===== config.mk =====
export PLATFORM = sky130hd
export DESIGN_NAME = sonar_range_validator
export DESIGN_NICKNAME = d
export VERILOG_FILES = /design/src/rtl/srv_pkg.sv /design/src/rtl/sonar_range_validator.sv /design/src/rtl/srv_echo_conv.sv /design/src/rtl/srv_pair_ctrl.sv
export VERILOG_INCLUDE_DIRS = /design/src /design/src/rtl
export SDC_FILE = /design/constraint.sdc
export NUM_CORES = 1
export LEC_CHECK = 0
export BUFFER_PORTS_ARGS = -buffer_cell sky130_fd_sc_hd__clkbuf_2
export CAP_MARGIN = 20
export CELL_PAD_IN_SITES_DETAIL_PLACEMENT = 0
export CELL_PAD_IN_SITES_GLOBAL_PLACEMENT = 1
export CORE_MARGIN = 2
export CORE_UTILIZATION = 40
export DETAILED_ROUTE_END_ITERATION = 6
export PLACE_DENSITY = 0.79
export SETUP_SLACK_MARGIN = 0.1
export SYNTH_ARGS = -nofsm -noshare
export SYNTH_HDL_FRONTEND = slang
export SYNTH_SLANG_ARGS = --single-unit

===== constraint.sdc =====
create_clock -name i_clk -period 6.9 [get_ports i_clk]
set_clock_uncertainty 0.2 [all_clocks]
set_input_delay 0.345 -clock i_clk [delete_from_list [all_inputs] [get_ports i_clk]]
set_output_delay 0.345 -clock i_clk [all_outputs]
set_load 0.05 [all_outputs]

===== src/rtl/assert_macros.svh =====
// assertion macros used by the top-level rtl file
`ifndef ASSERT_MACROS_SVH
`define ASSERT_MACROS_SVH

`ifndef SYNTHESIS

// condition must hold on every clock edge outside reset
`define SRV_ASSERT(label, clk, rst_n, cond, msg) \
    label: assert property (@(posedge clk) disable iff (!rst_n) (cond)) else $error(msg);

// consequent must hold in the same cycle as the antecedent
`define SRV_ASSERT_IMPL(label, clk, rst_n, ante, cons, msg) \
    label: assert property (@(posedge clk) disable iff (!rst_n) (ante) |-> (cons)) \
        else $error(msg);

// consequent must hold in the cycle after the antecedent
`define SRV_ASSERT_NEXT(label, clk, rst_n, ante, cons, msg) \
    label: assert property (@(posedge clk) disable iff (!rst_n) (ante) |=> (cons)) \
        else $error(msg);

`else

`define SRV_ASSERT(label, clk, rst_n, cond, msg)
`define SRV_ASSERT_IMPL(label, clk, rst_n, ante, cons, msg)
`define SRV_ASSERT_NEXT(label, clk, rst_n, ante, cons, msg)

`endif

`endif


===== src/rtl/srv_pkg.sv =====
// types, constants and codes of the sonar range validator
`timescale 1ns / 1ps

package srv_pkg;

    // field widths
    localparam int DIST_W     = 10;
    localparam int ECHO_W     = 16;
    localparam int MODE_W     = 2;
    localparam int STAT_W     = 2;
    localparam int VAR_W      = 6;
    localparam int ATT_W      = 4;
    localparam int HOLD_W     = 16;
    localparam int TOUT_W     = 16;
    localparam int HCNT_W     = HOLD_W + 1;
    localparam int CFG_IDX_W  = 2;
    localparam int CFG_DATA_W = 16;

    // stream data widths, padded to whole bytes
    localparam int S_TDATA_W = ((ECHO_W + 7) / 8) * 8;
    localparam int M_TDATA_W = ((DIST_W + 7) / 8) * 8;

    // echo time to centimetres: t * 17983 / 2^20, about t * 0.01715
    localparam int SCALE_MUL   = 17983;
    localparam int MUL_W       = 15;
    localparam int SCALE_SHIFT = 20;
    localparam int PROD_W      = ECHO_W + MUL_W;
    localparam int DIST_MAX    = (1 << DIST_W) - 1;

    // register reset values
    localparam logic [VAR_W-1:0]  VAR_RST  = VAR_W'(5);
    localparam logic [ATT_W-1:0]  ATT_RST  = ATT_W'(5);
    localparam logic [HOLD_W-1:0] HOLD_RST = HOLD_W'(250);
    localparam logic [TOUT_W-1:0] TOUT_RST = TOUT_W'(30000);
    localparam logic [DIST_W-1:0] LAST_RST = DIST_W'(1);

    typedef enum logic [MODE_W-1:0] {
        MODE_TICK = 2'd0,
        MODE_REQ  = 2'd1,
        MODE_ECHO = 2'd2
    } t_mode;

    typedef enum logic [STAT_W-1:0] {
        ST_HELD    = 2'd0,
        ST_FRESH   = 2'd1,
        ST_FAILED  = 2'd2,
        ST_TRIGGER = 2'd3
    } t_status;

    typedef enum logic [CFG_IDX_W-1:0] {
        CFG_VARIANCE = 2'd0,
        CFG_ATTEMPT  = 2'd1,
        CFG_HOLDOFF  = 2'd2,
        CFG_TIMEOUT  = 2'd3
    } t_cfg_idx;

    typedef struct packed {
        logic [VAR_W-1:0]  variance_limit;
        logic [ATT_W-1:0]  attempt_limit;
        logic [HOLD_W-1:0] holdoff_ms;
        logic [TOUT_W-1:0] echo_timeout_us;
    } t_cfg;

    // converted beat handed from the input stage to the pair logic
    typedef struct packed {
        logic              valid;
        t_mode             mode;
        logic [DIST_W-1:0] dist_cm;
    } t_stg;

endpackage


===== src/rtl/sonar_range_validator.sv =====
// top level of the sonar range validator: config registers and stream ports
// path: an input beat is registered in the stage register, then in the result register, which offers it
// throughput: one input beat per cycle while the result side keeps tready high
// the single result register sets the rate: a held result stalls input beyond one item
// reset: synchronous active-low i_rst_n clears run state, hold-off and both stages,
// and loads the registers with their defaults
`timescale 1ns / 1ps
`include "assert_macros.svh"

module sonar_range_validator (
    input  logic                          i_clk,
    input  logic                          i_rst_n,
    // configuration write port
    input  logic                          i_cfg_we,
    input  logic [srv_pkg::CFG_IDX_W-1:0] i_cfg_addr,
    input  logic [srv_pkg::CFG_DATA_W-1:0] i_cfg_wdata,
    // input stream
    input  logic                          i_s_tvalid,
    output logic                          o_s_tready,
    input  logic [srv_pkg::S_TDATA_W-1:0] i_s_tdata,   // [15:0] echo_us
    input  logic [srv_pkg::MODE_W-1:0]    i_s_tuser,   // [1:0] mode
    // result stream
    output logic                          o_m_tvalid,
    input  logic                          i_m_tready,
    output logic [srv_pkg::M_TDATA_W-1:0] o_m_tdata,   // [9:0] distance_cm, rest zero
    output logic [srv_pkg::STAT_W-1:0]    o_m_tuser    // [1:0] status
);

    srv_pkg::t_cfg              r_cfg;
    srv_pkg::t_stg              w_stg;
    logic                       w_load;
    logic                       w_adv;
    logic [srv_pkg::DIST_W-1:0] w_dist;
    srv_pkg::t_status           w_status;

    // configuration registers
    always_ff @(posedge i_clk) begin
        if (!i_rst_n) begin
            r_cfg.variance_limit  <= srv_pkg::VAR_RST;
            r_cfg.attempt_limit   <= srv_pkg::ATT_RST;
            r_cfg.holdoff_ms      <= srv_pkg::HOLD_RST;
            r_cfg.echo_timeout_us <= srv_pkg::TOUT_RST;
        end else if (i_cfg_we) begin
            case (srv_pkg::t_cfg_idx'(i_cfg_addr))
                srv_pkg::CFG_VARIANCE: r_cfg.variance_limit  <= i_cfg_wdata[srv_pkg::VAR_W-1:0];
                srv_pkg::CFG_ATTEMPT:  r_cfg.attempt_limit   <= i_cfg_wdata[srv_pkg::ATT_W-1:0];
                srv_pkg::CFG_HOLDOFF:  r_cfg.holdoff_ms      <= i_cfg_wdata[srv_pkg::HOLD_W-1:0];
                srv_pkg::CFG_TIMEOUT:  r_cfg.echo_timeout_us <= i_cfg_wdata[srv_pkg::TOUT_W-1:0];
                default: begin
                end
            endcase
        end
    end

    // input beat taken when the stage is empty or moving on
    assign o_s_tready = !w_stg.valid || w_adv;
    assign w_load     = i_s_tvalid && o_s_tready;

    srv_echo_conv u_conv (
        .i_clk   (i_clk),
        .i_rst_n (i_rst_n),
        .i_cfg   (r_cfg),
        .i_load  (w_load),
        .i_mode  (i_s_tuser),
        .i_echo  (i_s_tdata[srv_pkg::ECHO_W-1:0]),
        .i_adv   (w_adv),
        .o_stg   (w_stg)
    );

    srv_pair_ctrl u_pair (
        .i_clk      (i_clk),
        .i_rst_n    (i_rst_n),
        .i_cfg      (r_cfg),
        .i_stg      (w_stg),
        .i_m_tready (i_m_tready),
        .o_m_tvalid (o_m_tvalid),
        .o_m_dist   (w_dist),
        .o_m_status (w_status),
        .o_adv      (w_adv)
    );

    assign o_m_tdata = srv_pkg::M_TDATA_W'(w_dist);
    assign o_m_tuser = w_status;

    // a fresh distance is the average of two positive readings, never zero
    `SRV_ASSERT_IMPL(a_fresh_nonzero, i_clk, i_rst_n,
        o_m_tvalid && (w_status == srv_pkg::ST_FRESH),
        w_dist != '0, "fresh distance is zero")

    // trigger and failure beats carry no distance
    `SRV_ASSERT_IMPL(a_zero_dist, i_clk, i_rst_n,
        o_m_tvalid && ((w_status == srv_pkg::ST_TRIGGER) || (w_status == srv_pkg::ST_FAILED)),
        w_dist == '0, "trigger or failure beat with distance")

    // a staged item blocked by a full result register is kept
    `SRV_ASSERT_NEXT(a_stage_kept, i_clk, i_rst_n,
        w_stg.valid && !w_adv, w_stg.valid, "staged item lost under stall")

endmodule


===== src/rtl/srv_echo_conv.sv =====
// input stage: echo width to distance conversion and stage register
`timescale 1ns / 1ps

module srv_echo_conv (
    input  logic                       i_clk,
    input  logic                       i_rst_n,
    input  srv_pkg::t_cfg              i_cfg,
    input  logic                       i_load,
    input  logic [srv_pkg::MODE_W-1:0] i_mode,
    input  logic [srv_pkg::ECHO_W-1:0] i_echo,
    input  logic                       i_adv,
    output srv_pkg::t_stg              o_stg
);

    logic [srv_pkg::PROD_W-1:0] w_prod;
    logic [srv_pkg::PROD_W-1:0] w_quot;
    logic                       w_echo_ok;
    logic [srv_pkg::DIST_W-1:0] n_dist;

    logic                       r_valid;
    srv_pkg::t_mode             r_mode;
    logic [srv_pkg::DIST_W-1:0] r_dist;

    // fixed point scale, saturate at the distance range, zero on no echo or timeout
    always_comb begin
        w_prod    = srv_pkg::PROD_W'(i_echo) * srv_pkg::PROD_W'(srv_pkg::SCALE_MUL);
        w_quot    = w_prod >> srv_pkg::SCALE_SHIFT;
        w_echo_ok = (i_echo != '0) && (i_echo <= i_cfg.echo_timeout_us);
        if (!w_echo_ok) begin
            n_dist = '0;
        end else if (w_quot > srv_pkg::PROD_W'(srv_pkg::DIST_MAX)) begin
            n_dist = srv_pkg::DIST_W'(srv_pkg::DIST_MAX);
        end else begin
            n_dist = w_quot[srv_pkg::DIST_W-1:0];
        end
    end

    // stage valid
    always_ff @(posedge i_clk) begin
        if (!i_rst_n) begin
            r_valid <= 1'b0;
        end else if (i_load) begin
            r_valid <= 1'b1;
        end else if (i_adv) begin
            r_valid <= 1'b0;
        end
    end

    // stage payload
    always_ff @(posedge i_clk) begin
        if (i_load) begin
            r_mode <= srv_pkg::t_mode'(i_mode);
            r_dist <= n_dist;
        end
    end

    assign o_stg = '{valid: r_valid, mode: r_mode, dist_cm: r_dist};

endmodule


===== src/rtl/srv_pair_ctrl.sv =====
// run control, pair qualification, hold-off and result register
`timescale 1ns / 1ps

module srv_pair_ctrl (
    input  logic                       i_clk,
    input  logic                       i_rst_n,
    input  srv_pkg::t_cfg              i_cfg,
    input  srv_pkg::t_stg              i_stg,
    input  logic                       i_m_tready,
    output logic                       o_m_tvalid,
    output logic [srv_pkg::DIST_W-1:0] o_m_dist,
    output srv_pkg::t_status           o_m_status,
    output logic                       o_adv
);

    logic [srv_pkg::HCNT_W-1:0] r_holdoff;
    logic [srv_pkg::DIST_W-1:0] r_last_good;
    logic [srv_pkg::DIST_W-1:0] r_first;
    logic                       r_have_first;
    logic [srv_pkg::ATT_W-1:0]  r_failed;
    logic                       r_run_active;
    logic                       r_out_valid;
    logic [srv_pkg::DIST_W-1:0] r_out_dist;
    srv_pkg::t_status           r_out_status;

    logic [srv_pkg::HCNT_W-1:0] n_holdoff;
    logic [srv_pkg::DIST_W-1:0] n_last_good;
    logic [srv_pkg::DIST_W-1:0] n_first;
    logic                       n_have_first;
    logic [srv_pkg::ATT_W-1:0]  n_failed;
    logic                       n_run_active;

    logic                       w_out_free;
    logic                       w_fire;
    logic                       w_res_valid;
    logic [srv_pkg::DIST_W-1:0] w_res_dist;
    srv_pkg::t_status           w_res_status;
    logic [srv_pkg::DIST_W-1:0] w_diff;
    logic [srv_pkg::DIST_W:0]   w_sum;
    logic                       w_pair_ok;
    logic [srv_pkg::ATT_W-1:0]  w_failed_inc;

    // the stage moves on when the result register is free or being drained
    assign w_out_free = !r_out_valid || i_m_tready;
    assign w_fire     = i_stg.valid && w_out_free;
    assign o_adv      = w_fire;

    // pair arithmetic
    always_comb begin
        w_diff       = (r_first > i_stg.dist_cm) ? (r_first - i_stg.dist_cm)
                                                 : (i_stg.dist_cm - r_first);
        w_sum        = {1'b0, r_first} + {1'b0, i_stg.dist_cm};
        w_pair_ok    = (r_first != '0) && (i_stg.dist_cm != '0)
                       && (w_diff <= srv_pkg::DIST_W'(i_cfg.variance_limit));
        w_failed_inc = r_failed + srv_pkg::ATT_W'(1);
    end

    // run control and result selection
    always_comb begin
        n_holdoff    = r_holdoff;
        n_last_good  = r_last_good;
        n_first      = r_first;
        n_have_first = r_have_first;
        n_failed     = r_failed;
        n_run_active = r_run_active;
        w_res_valid  = 1'b0;
        w_res_dist   = '0;
        w_res_status = srv_pkg::ST_TRIGGER;
        if (w_fire) begin
            case (i_stg.mode)
                srv_pkg::MODE_TICK: begin
                    if (r_holdoff != '0) begin
                        n_holdoff = r_holdoff - srv_pkg::HCNT_W'(1);
                    end
                end
                srv_pkg::MODE_REQ: begin
                    if (!r_run_active) begin
                        w_res_valid = 1'b1;
                        if (r_holdoff != '0) begin
                            w_res_dist   = r_last_good;
                            w_res_status = srv_pkg::ST_HELD;
                        end else begin
                            n_run_active = 1'b1;
                            n_have_first = 1'b0;
                            n_failed     = '0;
                        end
                    end
                end
                srv_pkg::MODE_ECHO: begin
                    if (r_run_active) begin
                        w_res_valid = 1'b1;
                        if (!r_have_first) begin
                            n_first      = i_stg.dist_cm;
                            n_have_first = 1'b1;
                        end else begin
                            n_have_first = 1'b0;
                            if (w_pair_ok) begin
                                w_res_dist   = w_sum[srv_pkg::DIST_W:1];
                                w_res_status = srv_pkg::ST_FRESH;
                                n_last_good  = w_sum[srv_pkg::DIST_W:1];
                                n_run_active = 1'b0;
                                n_failed     = '0;
                                n_holdoff    = {1'b0, i_cfg.holdoff_ms} + srv_pkg::HCNT_W'(1);
                            end else if (w_failed_inc >= i_cfg.attempt_limit) begin
                                w_res_status = srv_pkg::ST_FAILED;
                                n_run_active = 1'b0;
                                n_failed     = '0;
                                n_holdoff    = {1'b0, i_cfg.holdoff_ms} + srv_pkg::HCNT_W'(1);
                            end else begin
                                n_failed = w_failed_inc;
                            end
                        end
                    end
                end
                default: begin
                end
            endcase
        end
    end

    // run state
    always_ff @(posedge i_clk) begin
        if (!i_rst_n) begin
            r_holdoff    <= '0;
            r_last_good  <= srv_pkg::LAST_RST;
            r_first      <= '0;
            r_have_first <= 1'b0;
            r_failed     <= '0;
            r_run_active <= 1'b0;
        end else begin
            r_holdoff    <= n_holdoff;
            r_last_good  <= n_last_good;
            r_first      <= n_first;
            r_have_first <= n_have_first;
            r_failed     <= n_failed;
            r_run_active <= n_run_active;
        end
    end

    // result register valid
    always_ff @(posedge i_clk) begin
        if (!i_rst_n) begin
            r_out_valid <= 1'b0;
        end else if (w_fire && w_res_valid) begin
            r_out_valid <= 1'b1;
        end else if (i_m_tready) begin
            r_out_valid <= 1'b0;
        end
    end

    // result register payload
    always_ff @(posedge i_clk) begin
        if (w_fire && w_res_valid) begin
            r_out_dist   <= w_res_dist;
            r_out_status <= w_res_status;
        end
    end

    assign o_m_tvalid = r_out_valid;
    assign o_m_dist   = r_out_dist;
    assign o_m_status = r_out_status;

endmodule

== Word-level counts from Yosys, hierarchy flattened ==
Cells that the tools add are included.
Cells by class
  $add $sub $neg: 6
  multiply operators: 1
  $lt $le $gt $ge: 5
  equality and inequality tests: 11
  multiplexer cells: 48
  bitwise gates (word level): 1
  reduce and logical (&&, ||, !) cells: 30
Operators with widths (count)
  $mux W17: 5
  $mux W10: 7
  $pmux W17 S2: 1
  $mul A16 B15 Y31 const B: 1
  $mux W4: 6
  $pmux W10 S2: 1
  $reduce_bool A10 Y1: 2
  $sub A10 B10 Y10: 2
  $mux W1: 18
  $add A16 B1 Y17 const B: 1
  $reduce_bool A17 Y1: 1
  $sub A17 B1 Y17 const B: 1
  $le A16 B16 Y1: 1
  $reduce_bool A16 Y1: 1
  $reduce_and A6 Y1: 2
  $add A10 B10 Y11: 1
  $gt A11 B10 Y1 const B: 1
  $gt A10 B10 Y1: 1
  $le A10 B6 Y1: 1
  $mux W2: 5
  $reduce_and A2 Y1: 5
  $reduce_and A5 Y1: 2
  $pmux W4 S2: 1
  $reduce_bool A2 Y1: 4
  other kinds (15): 31
Word-level totals
  bits in registers: 111
  input port bits: 41
  output and inout bits: 20
  word-level logic and storage cells: 118

== Logic depth before layout (Yosys ltp) ==
Gate-level depths: netlist of the first run.
  depth after elaboration: 8
  gate-level depth with buffers: 21
  gate-level depth less buffers: 21

== By module ==
A second synthesis of the first run with hierarchy kept.
Second synthesis, totals
  cells, all modules: 1297
  area total of the unflattened synthesis: 11461.0 µm²
Modules (own cells, without submodules)
  srv_echo_conv: times used 1, cells an instance 536, area an instance 5097.4 µm²
  srv_pair_ctrl: times used 1, cells an instance 579, area an instance 4623.2 µm²
  sonar_range_validator: times used 1, cells an instance 182, area an instance 1740.4 µm²

== Worst setup path before layout of the first run ==
No wires, ideal clock.
  path kind: input port to flip-flop
  from: in i_s_tdata[14] (netlist bit)
  to: reg u_conv.r_dist[0] (netlist bit), data pin
  data arrival time: 5.440 ns
  setup slack: 0.974 ns
  stages: 21
  path buffers: 0
  cell sequence: inv_1 fa_1 fa_1 inv_1 ha_1 inv_1 fa_1 inv_1 fa_1 inv_1 fa_1 inv_1 ha_1 a21o_1 a221o_1 o221ai_1 nand4_1 a31oi_1 o21bai_1 xnor2_1 a211oi_1
On the way
  longest elaborated chain between the ends: 3
RTL lines
  start: declaration: RTL line sonar_range_validator.sv:20  | input logic [srv_pkg::S_TDATA_W-1:0] i_s_tdata,
  $mul A16 B15 Y31: RTL line srv_echo_conv.sv:26  | w_prod = srv_pkg::PROD_W'(i_echo) * srv_pkg::PROD_W'(srv_pkg::SCALE_MUL);
  $gt A11 B10 Y1: RTL line srv_echo_conv.sv:31  | end else if (w_quot > srv_pkg::PROD_W'(srv_pkg::DIST_MAX)) begin
  $mux W10: RTL line srv_echo_conv.sv:31
  end signal: assignment: RTL line srv_echo_conv.sv:53  | r_dist <= n_dist;
  end: declaration: RTL line srv_echo_conv.sv:22  | logic [srv_pkg::DIST_W-1:0] r_dist;
Several ways; a longest one is shown, not always the timed one.
A chain may end at the register's enable or synchronous reset.

== Worst setup path after layout of the first run ==
  from: reg u_conv.r_dist[6] (netlist bit)
  to: reg u_pair.r_holdoff[10] (netlist bit)
On the way
  longest elaborated chain between the ends: 8
RTL lines
  $sub A10 B10 Y10 (tied with other cells): RTL line srv_pair_ctrl.sv:51  | : (i_stg.dist_cm - r_first);
  $mux W10: RTL line srv_pair_ctrl.sv:50  | w_diff = (r_first > i_stg.dist_cm) ? (r_first - i_stg.dist_cm)
  $le A10 B6 Y1: RTL line srv_pair_ctrl.sv:54  | && (w_diff <= srv_pkg::DIST_W'(i_cfg.variance_limit));
  $logic_and A1 B1 Y1 (*): RTL line srv_pair_ctrl.sv:54
  $mux W17: RTL line srv_pair_ctrl.sv:97  | if (w_pair_ok) begin
  $mux W17: RTL line srv_pair_ctrl.sv:92  | if (!r_have_first) begin
  $mux W17: RTL line srv_pair_ctrl.sv:90  | if (r_run_active) begin
  $pmux W17 S2: RTL line srv_pair_ctrl.sv:70  | case (i_stg.mode)
  end signal: assignment: RTL line srv_pair_ctrl.sv:131  | r_holdoff <= n_holdoff;
  end: declaration: RTL line srv_pair_ctrl.sv:16  | logic [srv_pkg::HCNT_W-1:0] r_holdoff;
Mark *: on every way between the ends. The rest lies on a longest branch, timed or not. The select of a mux whose other input is x is not followed.

==> out/metrics.yaml, run 1 <==
run_status:
  run_status: "complete, no violations"
worst_setup_path:
  setup.worst_path.start: "u_conv.r_dist[6]"
  worstPathRequired_ns: 6.98
  worstPathArrival_ns: 6.24
  r2r_slack_ns: 0.75
  worstRegToRegCells: 19
  start_kind: "flop"
  end_kind: "flop"
  r2r_start: "u_conv.r_dist[6]"
  worstSetupEndpoint: "u_pair.r_holdoff[10]"
  path_depth: 19
  crit_family: "compound AO/OA/AOI/OAI gates"
  crit_buf_inv: 2
  crit_path_cell_trace: "inv_1 > ha_1 > nand4_1 > a21oi_1 > nor3_1 > a21boi_1 > nor2_1 > a31oi_1 > xor2_1 > ha_1 > and3_1 > o21a_1 > a2111oi_0 > o211ai_1 > nor4b_1 > buf_4 > a22o_1 > o211ai_1 > o22ai_1"
  crit_type: "flop to flop"
  critPathSlowestCell: "ha_1"
  r2r_end: "u_pair.r_holdoff[10]"
  critPathMaxStageDelay_ns: 0.60
  crit_fanout: 16
die:
  initial_utilization_pct: 40.61
  rows: 61
  die_area_mm2: 0.02948
  die-width_um: 171.7
  io_pins: 61
  core-area_mm2: 0.02771
  die_h_um: 171.7
synthesis:
  synth_area_mm2: 0.01125
  synthXorXnorAreaFrac_pct: 2.802
  seq_area_frac_synth_pct: 21.89
  ys_warn_count: 0
  ys_types: 74
  synth_compound_area_share_pct: 15.68
  async_flop_share_pct: 0
  ys_dominant_reg_cell: "dfxtp_1"
  synth_fa_ha_area_share_pct: 34.21
  synth_top_area_cell: "ha_1"
  synth_top_family_by_area: "adder cells"
  synth.area.mux_share_pct: 1.179
  netlist_top_cells_area: "ha_1 (21%), dfxtp_1 (15%), fa_1 (14%), inv_1 (7.4%), edfxtp_1 (6.4%)"
  synth_top_area_share_pct: 20.69
  ys_ff_latch: 111
  synth-simple-area-share_pct: 14.98
  synth_cells: 1306
  synth-edff-count: 24
  avgSynthCellArea_um2: 8.615
global_routing:
  antenna_found_initial: 0
  grt_first_pass_wirelength_mm: 44.57
  grt_max_degree: 56
  grt_usage_pct: 18.93
  first_global_vias: 8972
  grt_overflow_total: 0
placement:
  io_buffer_count: 54
  pre_cts_slack_ns: 0.6377
  dp_hpwl_mm: 21.99
  gp_congestion: 0.8860
  dpl_cell_area_mm2: 0.01186
routing:
  wl_per_cell_um: 15.70
  drc: 0
  drt_wl_total_mm: 27.12
  dr.first_iter.drc_count: 662
  via_count: 9099
  ant_nets: 0
  vias_per_cell: 5.269
  first_pass_iters: 5
sta:
  setup_viol: 0
  rsz0062_at_grt: "no"
  fin_crit_sh_pct: 89.20
  maxSlewViolCount: 0
  setup_tns_ns: 0
  layout_min_cycle_time_ns: 6.155
  max-slew-margin-rel_pct: 29.57
  fmax_mhz: 162.5
  timing.final.ws_setup_ns: 0.7451
  hold_viol: 0
  worst_slew_pin_slew_ns: 1.055
layout:
  drive_gt1_share_pct: 7.116
  final_cell_mix: "inv_1 (221), ha_1 (186), nand2_1 (112)"
  area.growth.synth_to_final_pct: 8.563
  stdcell_area_mm2: 0.01221
  nets: 1647
  final_common_cell: "inv_1"
  fillers: 2750
  fin_util_pct: 44.09
  diodes: 0
clocking:
  cts_tree: "yes"
  clock_sinks: 111
  htreeDepth: 3
  cts_buffers: 9
  clock-root-buffer: "clkbuf_16"
  post_cts_resized: 0
  cts_max_path_buffers: 2
  clock_latency_ns: 0.37
  clkTransAtPathRegs_ns: 0.08
power:
  power_density_mw_per_mm2: 305.9
  power.leakage_uw: 0.005743
  vdd_drop_max_mv: 0.2755
run:
  drv_cap: 0
worst_hold_path:
  min_path_type: "input pin to flop"
[area by class of cell]
cell class / count / area (µm²) / area share, %
inverters: 223 / 837.1 / 6.853
clock inverters: 7 / 80.08 / 0.6556
multi-input cells: 933 / 7769 / 63.60
flip-flops and latches: 111 / 2462 / 20.16
clock buffers: 9 / 225.2 / 1.844
repair buffers: 66 / 367.9 / 3.012
well taps: 378 / 473.0 / 3.872
[cells by family (layout without fill, tap and decap cells)]
family,Yosys count,after routing
simple gates,348,348
buf+inv,267,305
fa+ha+maj,262,262
xor+xnor,36,36
compound gates,268,268
mux,13,13
other cells,1,6
flops,111,111
[sequential cells by signal (all words and copies together), names as in the netlist]
name	count
u_pair.r_have_first	1
u_pair.r_holdoff	17
u_pair.r_last_good	10
u_pair.o_m_status	2
u_pair.r_failed	4
r_cfg	42
u_conv.r_mode	2
u_pair.o_m_tvalid	1
u_conv.r_valid	1
u_pair.r_run_active	1
u_pair.o_m_dist	10
u_pair.r_first	10
u_conv.r_dist	10
[worst min path at each step]
stage,from,endpoint,slack (ns),cells after the start
after global routing,i_cfg_wdata[8],r_cfg[24],0.004,3
after floorplan,r_cfg[11],r_cfg[11],0.24,2
after detailed placement,r_cfg[7],r_cfg[7],0.25,2
final,i_s_tvalid,u_conv.r_valid,0.01,3
after CTS,i_cfg_wdata[10],r_cfg[26],0.003,3
after global placement,r_cfg[3],r_cfg[3],0.24,2
[synthesized netlist by cell type, types with 3 or more instances]
library cell and count:
nand2_1 112, o211ai_1 20, a211oi_1 16, nor4_1 12, o21bai_1 4, a21oi_1 87
a21o_1 14, xnor2_1 23, nand3b_1 4, mux2i_1 11, o32ai_1 3, o21ai_0 33
a221o_1 4, nand3_1 37, edfxtp_1 24, nand2b_1 8, o31ai_1 3, and3_1 8
o21a_1 13, xor2_1 13, o311ai_0 9, a311oi_1 7, nor2b_1 7, dfxtp_1 87
or3_1 9, fa_1 76, clkbuf_1 30, nor2_1 77, a22o_1 4, o22ai_1 10
buf_4 6, nor3_1 24, a31oi_1 16, inv_1 221, buf_2 5, ha_1 186
and2_1 6, nand4_1 24, nor3b_1 4, nor4b_1 3
[per-layer routing]
layer,track usage (%),vias to the layer above,routed length [µm]
li1,-,4550,-
met1,25.20,4354,12830
met2,33.56,177,13240
met3,1.611,18,816
met4,3.721,0,231
met5,0,-,0
[report_power, final]
group | switching (µW) | total (µW) | leakage (µW) | internal [µW]
Combinational | 1400 | 2420 | 0.00465 | 1030
Clock | 274 | 536 | 0.000146 | 261
Sequential | 49.0 | 777 | 0.000948 | 728
[per-stage QoR]
stage | hold WS (ns) | cells | power [µW]
after detailed placement | 0.2506 | 1706 | 3217
after floorplan | 0.2363 | 1311 | 2663
after global routing | 0.004455 | 1727 | 4182
after global placement | 0.2439 | 1706 | 3185
after CTS | 0.002585 | 1725 | 3773
final | 0.01189 | 1727 | 3737
[worst reg2reg max path, delay by kind of cell, from the launching register on]
kind	cells	cell delay, ns
compound gates	9	2.93
simple gates	5	1.13
fa+ha+maj	2	0.87
flops	1	0.45
buf+inv	2	0.30
xor+xnor	1	0.22
[timing repair]
action	4_1_cts	5_1_grt
hold endpoints to repair	3	0
setup buffers	0	0
hold buffers	3	0
Power figures use the tool's default switching activity.
==> inputs of run 2 (changes only) <==
--- a/config.mk
+++ b/config.mk
@@ -13,7 +13,7 @@
 export CORE_MARGIN = 2
 export CORE_UTILIZATION = 40
 export DETAILED_ROUTE_END_ITERATION = 6
-export PLACE_DENSITY = 0.79
+export PLACE_DENSITY = 0.71
 export SETUP_SLACK_MARGIN = 0.1
 export SYNTH_ARGS = -nofsm -noshare
 export SYNTH_HDL_FRONTEND = slang
==> run 2 against run 1 <==
Compared with the run above: critical path depth is 3 higher; cell count rose by 0.23%; clock power up 1%; utilization up 0.15 points; setup slack improved by 0.21 ns; flip-flop and latch count is the same; routed wire length up 3.6%; cell area increased by 0.35%; critical endpoint is now u_conv.r_dist[7].
==> out/metrics.yaml, run 2 (synthesized netlist as in run 1, its figures left out) <==
worst_setup_path:
  crit_family: "adder cells"
  critPathMaxStageDelay_ns: 0.54
  worstPathRequired_ns: 6.88
  crit_fanout: 7
  worstRegToRegCells: 21
  r2r_end: "u_pair.r_last_good[1]"
  worstPathArrival_ns: 5.93
  end_kind: "flop"
  r2r_slack_ns: 1.05
  r2r_start: "u_conv.r_dist[6]"
  crit_path_cell_trace: "clkbuf_2 > inv_1 > fa_1 > fa_1 > inv_1 > ha_1 > inv_1 > fa_1 > inv_1 > fa_1 > inv_1 > fa_1 > inv_1 > ha_1 > a21o_1 > a21o_1 > a21oi_1 > nand4_1 > a31oi_1 > o21bai_1 > a221o_1 > a211oi_1"
  crit_type: "input pin to flop"
  path_common_cell: "inv_1"
  start_kind: "input pin"
  critPathSlowestCell: "fa_1"
  crit_buf_inv: 7
routing:
  drc: 0
  drt_wl_total_mm: 28.10
  wl_per_cell_um: 16.24
  dr.first_iter.drc_count: 642
  via_count: 8995
  vias_per_cell: 5.196
  first_pass_iters: 5
  ant_nets: 0
worst_hold_path:
  min_from: "i_cfg_wdata[11]"
  hold_depth: 3
  min_path_type: "input pin to flop"
  worstHoldEndpoint: "r_cfg[11]"
sta:
  layout_min_cycle_time_ns: 5.948
  hold_viol: 0
  fin_crit_sh_pct: 86.20
  setup_viol: 0
  worst_slew_pin_slew_ns: 1.014
  setup_tns_ns: 0
  rsz0062_at_grt: "no"
  fmax_mhz: 168.1
  timing.final.ws_setup_ns: 0.9522
  maxSlewViolCount: 0
  max-slew-margin-rel_pct: 32.16
placement:
  pre_cts_slack_ns: 0.6085
  dp_cells: 1708
  gp_congestion: 0.8512
  dp_hpwl_mm: 22.98
  io_buffer_count: 54
clocking:
  clkTransAtPathRegs_ns: 0.09
  clock_sinks: 111
  cts_tree: "yes"
  post_cts_buffers: 0
  post_cts_resized: 0
  postCtsHoldBufs: 4
  cts_max_path_buffers: 2
  clock_latency_ns: 0.37
  clock-root-buffer: "clkbuf_16"
  htreeDepth: 3
  cts_buffers: 9
run:
  drv_cap: 0
die:
  io_pins: 61
  initial_utilization_pct: 40.61
  die-width_um: 171.7
  core-area_mm2: 0.02771
  die_h_um: 171.7
  rows: 61
  die_area_mm2: 0.02948
layout:
  diodes: 0
  top_register: "r_cfg"
  final_common_cell: "inv_1"
  fin_util_pct: 44.24
  final_cell_mix: "inv_1 (221), ha_1 (186), nand2_1 (112)"
  drive_gt1_share_pct: 7.317
  nets: 1651
  reg.largest.list: "r_cfg x42, u_pair.r_holdoff x17"
  area.growth.synth_to_final_pct: 8.942
  fillers: 2836
  largest_register_ffs: 42
  layout.cells.non_filler: 1731
global_routing:
  grt_usage_pct: 19.50
  first_global_vias: 8679
  grt_first_pass_wirelength_mm: 45.12
  grt_overflow_total: 0
  grt_max_degree: 56
  antenna_found_initial: 0
power:
  total_power_uw: 3757
  vdd_drop_max_mv: 0.2219
  power.leakage_uw: 0.005767
  power_density_mw_per_mm2: 306.6
run_status:
  run_status: "complete, no violations"
[run 2: worst max path at each step]
stage	startpoint	to	slack, ns	cells after the start
after floorplan	i_s_tdata[14]	u_conv.r_dist[0]	0.97	21
after global placement	i_s_tdata[13]	u_conv.r_dist[7]	0.78	22
after detailed placement	i_s_tdata[14]	u_conv.r_dist[7]	0.61	22
after CTS	i_s_tdata[14]	u_conv.r_dist[7]	0.99	22
after global routing	u_conv.r_dist[6]	u_pair.o_m_dist[3]	0.46	20
final	i_s_tdata[13]	u_conv.r_dist[7]	0.95	22
[run 2: area by class of cell]
cell class / count / area, µm² / area share (%)
flip-flops and latches: 111 / 2462 / 20.09
repair buffers: 70 / 412.9 / 3.369
clock inverters: 7 / 77.57 / 0.6329
inverters: 223 / 837.1 / 6.829
clock buffers: 9 / 225.2 / 1.837
multi-input cells: 933 / 7769 / 63.38
well taps: 378 / 473.0 / 3.859
[run 2: where the power goes]
group	total [µW]	switching, µW	leakage [µW]	internal, µW
Clock	544	282	0.000147	262
Sequential	778	49.7	0.000948	728
Combinational	2440	1410	0.00467	1030
[run 2: tightest hold or removal path, stage by stage]
cell and delay, ns:
clkbuf_2 0.09, nand2_1 0.06, a21oi_1 0.05
[run 2: per-stage QoR]
| step | instance area, µm² | hold WS, ns |
|---|---|---|
| floorplan | 11270 | 0.2363 |
| global placement | 11880 | 0.2444 |
| detailed placement | 11880 | 0.2508 |
| CTS | 12220 | 0.003123 |
| global route | 12260 | 0.02150 |
| finish | 12260 | 0.01403 |
[run 2: metal layers]
layer | wire length (µm) | global-route usage (%) | up-vias
li1 | - | - | 4556
met2 | 13640 | 33.65 | 133
met5 | 0 | 0 | -
met1 | 13300 | 25.86 | 4277
met3 | 654 | 1.910 | 29
met4 | 510 | 5.601 | 0
==> inputs of run 3 (changes only) <==
--- a/config.mk
+++ b/config.mk
@@ -10,7 +10,7 @@
 export CAP_MARGIN = 20
 export CELL_PAD_IN_SITES_DETAIL_PLACEMENT = 0
 export CELL_PAD_IN_SITES_GLOBAL_PLACEMENT = 1
-export CORE_MARGIN = 2
+export CORE_MARGIN = 1.5
 export CORE_UTILIZATION = 40
 export DETAILED_ROUTE_END_ITERATION = 6
 export PLACE_DENSITY = 0.71
==> run 3 against run 2 <==
Compared with the run above: via count barely moved; sequential power barely moved; clock power fell by 3%; critical path depth fell by 3; register-to-register slack got worse by 0.28 ns; non-clock buffer count fell by 4; flip-flop and latch count did not move; sequential share of layout area rose by 0.068 points; global-route usage rose by 0.23 points; setup slack got worse by 0.19 ns; critical endpoint is now u_pair.r_holdoff[10]; largest cell class unchanged.
==> out/metrics.yaml, run 3 (synthesized netlist as in run 1, its figures left out) <==
placement:
  gp_congestion: 0.8740
  pre_cts_slack_ns: 0.6917
  io_buffer_count: 54
  dp_hpwl_mm: 22.75
clocking:
  cts_buffers: 9
  clock_sinks: 111
  clock_latency_ns: 0.36
  clock-root-buffer: "clkbuf_16"
  post_cts_buffers: 0
  cts_tree: "yes"
  cts_max_path_buffers: 2
  post_cts_resized: 0
  htreeDepth: 3
  postCtsHoldBufs: 2
  clkTransAtPathRegs_ns: 0.08
layout:
  nets: 1647
  drive_gt1_share_pct: 7.191
  diodes: 0
  reg.largest.list: "r_cfg x42, u_pair.r_holdoff x17"
  final_common_cell: "inv_1"
  top_register: "r_cfg"
  area.growth.synth_to_final_pct: 8.575
  final_cell_mix: "inv_1 (221), ha_1 (186), nand2_1 (112)"
  fillers: 2838
  multi_input_area_mm2: 0.007769
  final-seq-area_mm2: 0.002462
  largest_register_ffs: 42
routing:
  vias_per_cell: 5.204
  drt_wl_total_mm: 27.83
  drc: 0
  topRoutingLayerUsed: "met4"
  met2WireLength_mm: 13.56
  via_count: 8988
  first_pass_iters: 5
  met3_length_um: 995
  dr.first_iter.drc_count: 546
  wl_met1_mm: 12.83
  wl_per_cell_um: 16.12
  ant_nets: 0
sta:
  layout_min_cycle_time_ns: 6.135
  worst_slew_pin_slew_ns: 1.069
  rsz0062_at_grt: "no"
  setup_viol: 0
  hold_viol: 0
  setup_tns_ns: 0
  max-slew-margin-rel_pct: 28.45
  maxSlewViolCount: 0
  fmax_mhz: 163.0
  fin_crit_sh_pct: 88.91
  timing.final.ws_setup_ns: 0.7651
worst_setup_path:
  end_kind: "flop"
  start_kind: "flop"
  r2r_slack_ns: 0.77
  crit_type: "flop to flop"
  critPathMaxStageDelay_ns: 0.62
  worstPathArrival_ns: 6.22
  crit_fanout: 16
  critPathSlowestCell: "ha_1"
  worstRegToRegCells: 19
  r2r_start: "u_conv.r_dist[6]"
  worstPathRequired_ns: 6.99
  r2r_end: "u_pair.r_holdoff[10]"
  crit_path_cell_trace: "inv_1 > ha_1 > nand4_1 > a21oi_1 > nor3_1 > a21boi_1 > nor2_1 > a31oi_1 > xor2_1 > ha_1 > and3_1 > o21a_1 > a2111oi_0 > o211ai_1 > nor4b_1 > buf_4 > a22o_1 > o211ai_1 > o22ai_1"
power:
  vdd_drop_max_mv: 0.2089
  power_density_mw_per_mm2: 306.1
  power.leakage_uw: 0.005742
global_routing:
  grt_overflow_total: 0
  first_global_vias: 8753
  grt_max_degree: 56
  grt_first_pass_wirelength_mm: 45.02
  grt_usage_pct: 19.73
  antenna_found_initial: 0
worst_hold_path:
  worstHoldEndpoint: "u_conv.r_valid"
  min_from: "i_s_tvalid"
  hold_depth: 3
  min_path_type: "input pin to flop"
die:
  initial_utilization_pct: 40.61
  io_pins: 61
  die_h_um: 170.7
  die-width_um: 170.7
  core-area_mm2: 0.02771
  rows: 61
  die_area_mm2: 0.02914
run_status:
  run_status: "complete, no violations"
run:
  drv_cap: 0
==> run 3: report_power, final <==
part           switching (µW)  leakage, µW  total (µW)  internal (µW)
Clock                     270     0.000140         528            258
Sequential               50.3     0.000948         778            728
Combinational            1410      0.00465        2430           1030
==> run 3: final cells by class <==
| cell class | instances | area share, % |
|---|---|---|
| multi-input cells | 933 | 63.60 |
| flip-flops and latches | 111 | 20.16 |
| inverters | 223 | 6.852 |
| well taps | 378 | 3.872 |
| repair buffers | 66 | 3.093 |
| clock buffers | 9 | 1.844 |
| clock inverters | 7 | 0.5838 |
==> run 3: per-layer routing <==
metal,up-vias,GRT usage (%)
met2,166,34.07
met3,25,2.452
met1,4254,25.90
li1,4543,-
met5,-,0
met4,0,5.310
==> run 3: how the worst max path moves through the flow <==
stage	from	endpoint	cells past startpoint
after floorplan	i_s_tdata[14]	u_conv.r_dist[0]	21
after global placement	u_conv.r_dist[6]	u_pair.r_holdoff[10]	19
after detailed placement	i_s_tdata[13]	u_conv.r_dist[8]	23
after CTS	u_conv.r_dist[6]	u_pair.r_holdoff[10]	19
after global routing	u_conv.r_dist[6]	u_pair.o_m_dist[3]	19
final	u_conv.r_dist[6]	u_pair.r_holdoff[10]	19
==> run 3: stage by stage <==
step	hold slack [ns]	cell area [µm²]	utilization (%)	total power, µW	instances
finish	0.01509	12220	44.09	3739	1727
global route	0.01957	12220	44.09	4173	1727
CTS	0.007477	12180	43.96	3778	1724
detailed placement	0.2521	11860	42.82	3227	1706
global placement	0.2476	11860	42.82	3215	1706
floorplan	0.2363	11270	-	2663	1311
==> run 3: worst max-delay path, delay by kind of cell, from the launching register on <==
family          cells  cell delay, ns
compound gates      9            2.88
simple gates        5            1.09
fa+ha+maj           2            0.89
flops               1            0.47
buf+inv             2            0.30
xor+xnor            1            0.22
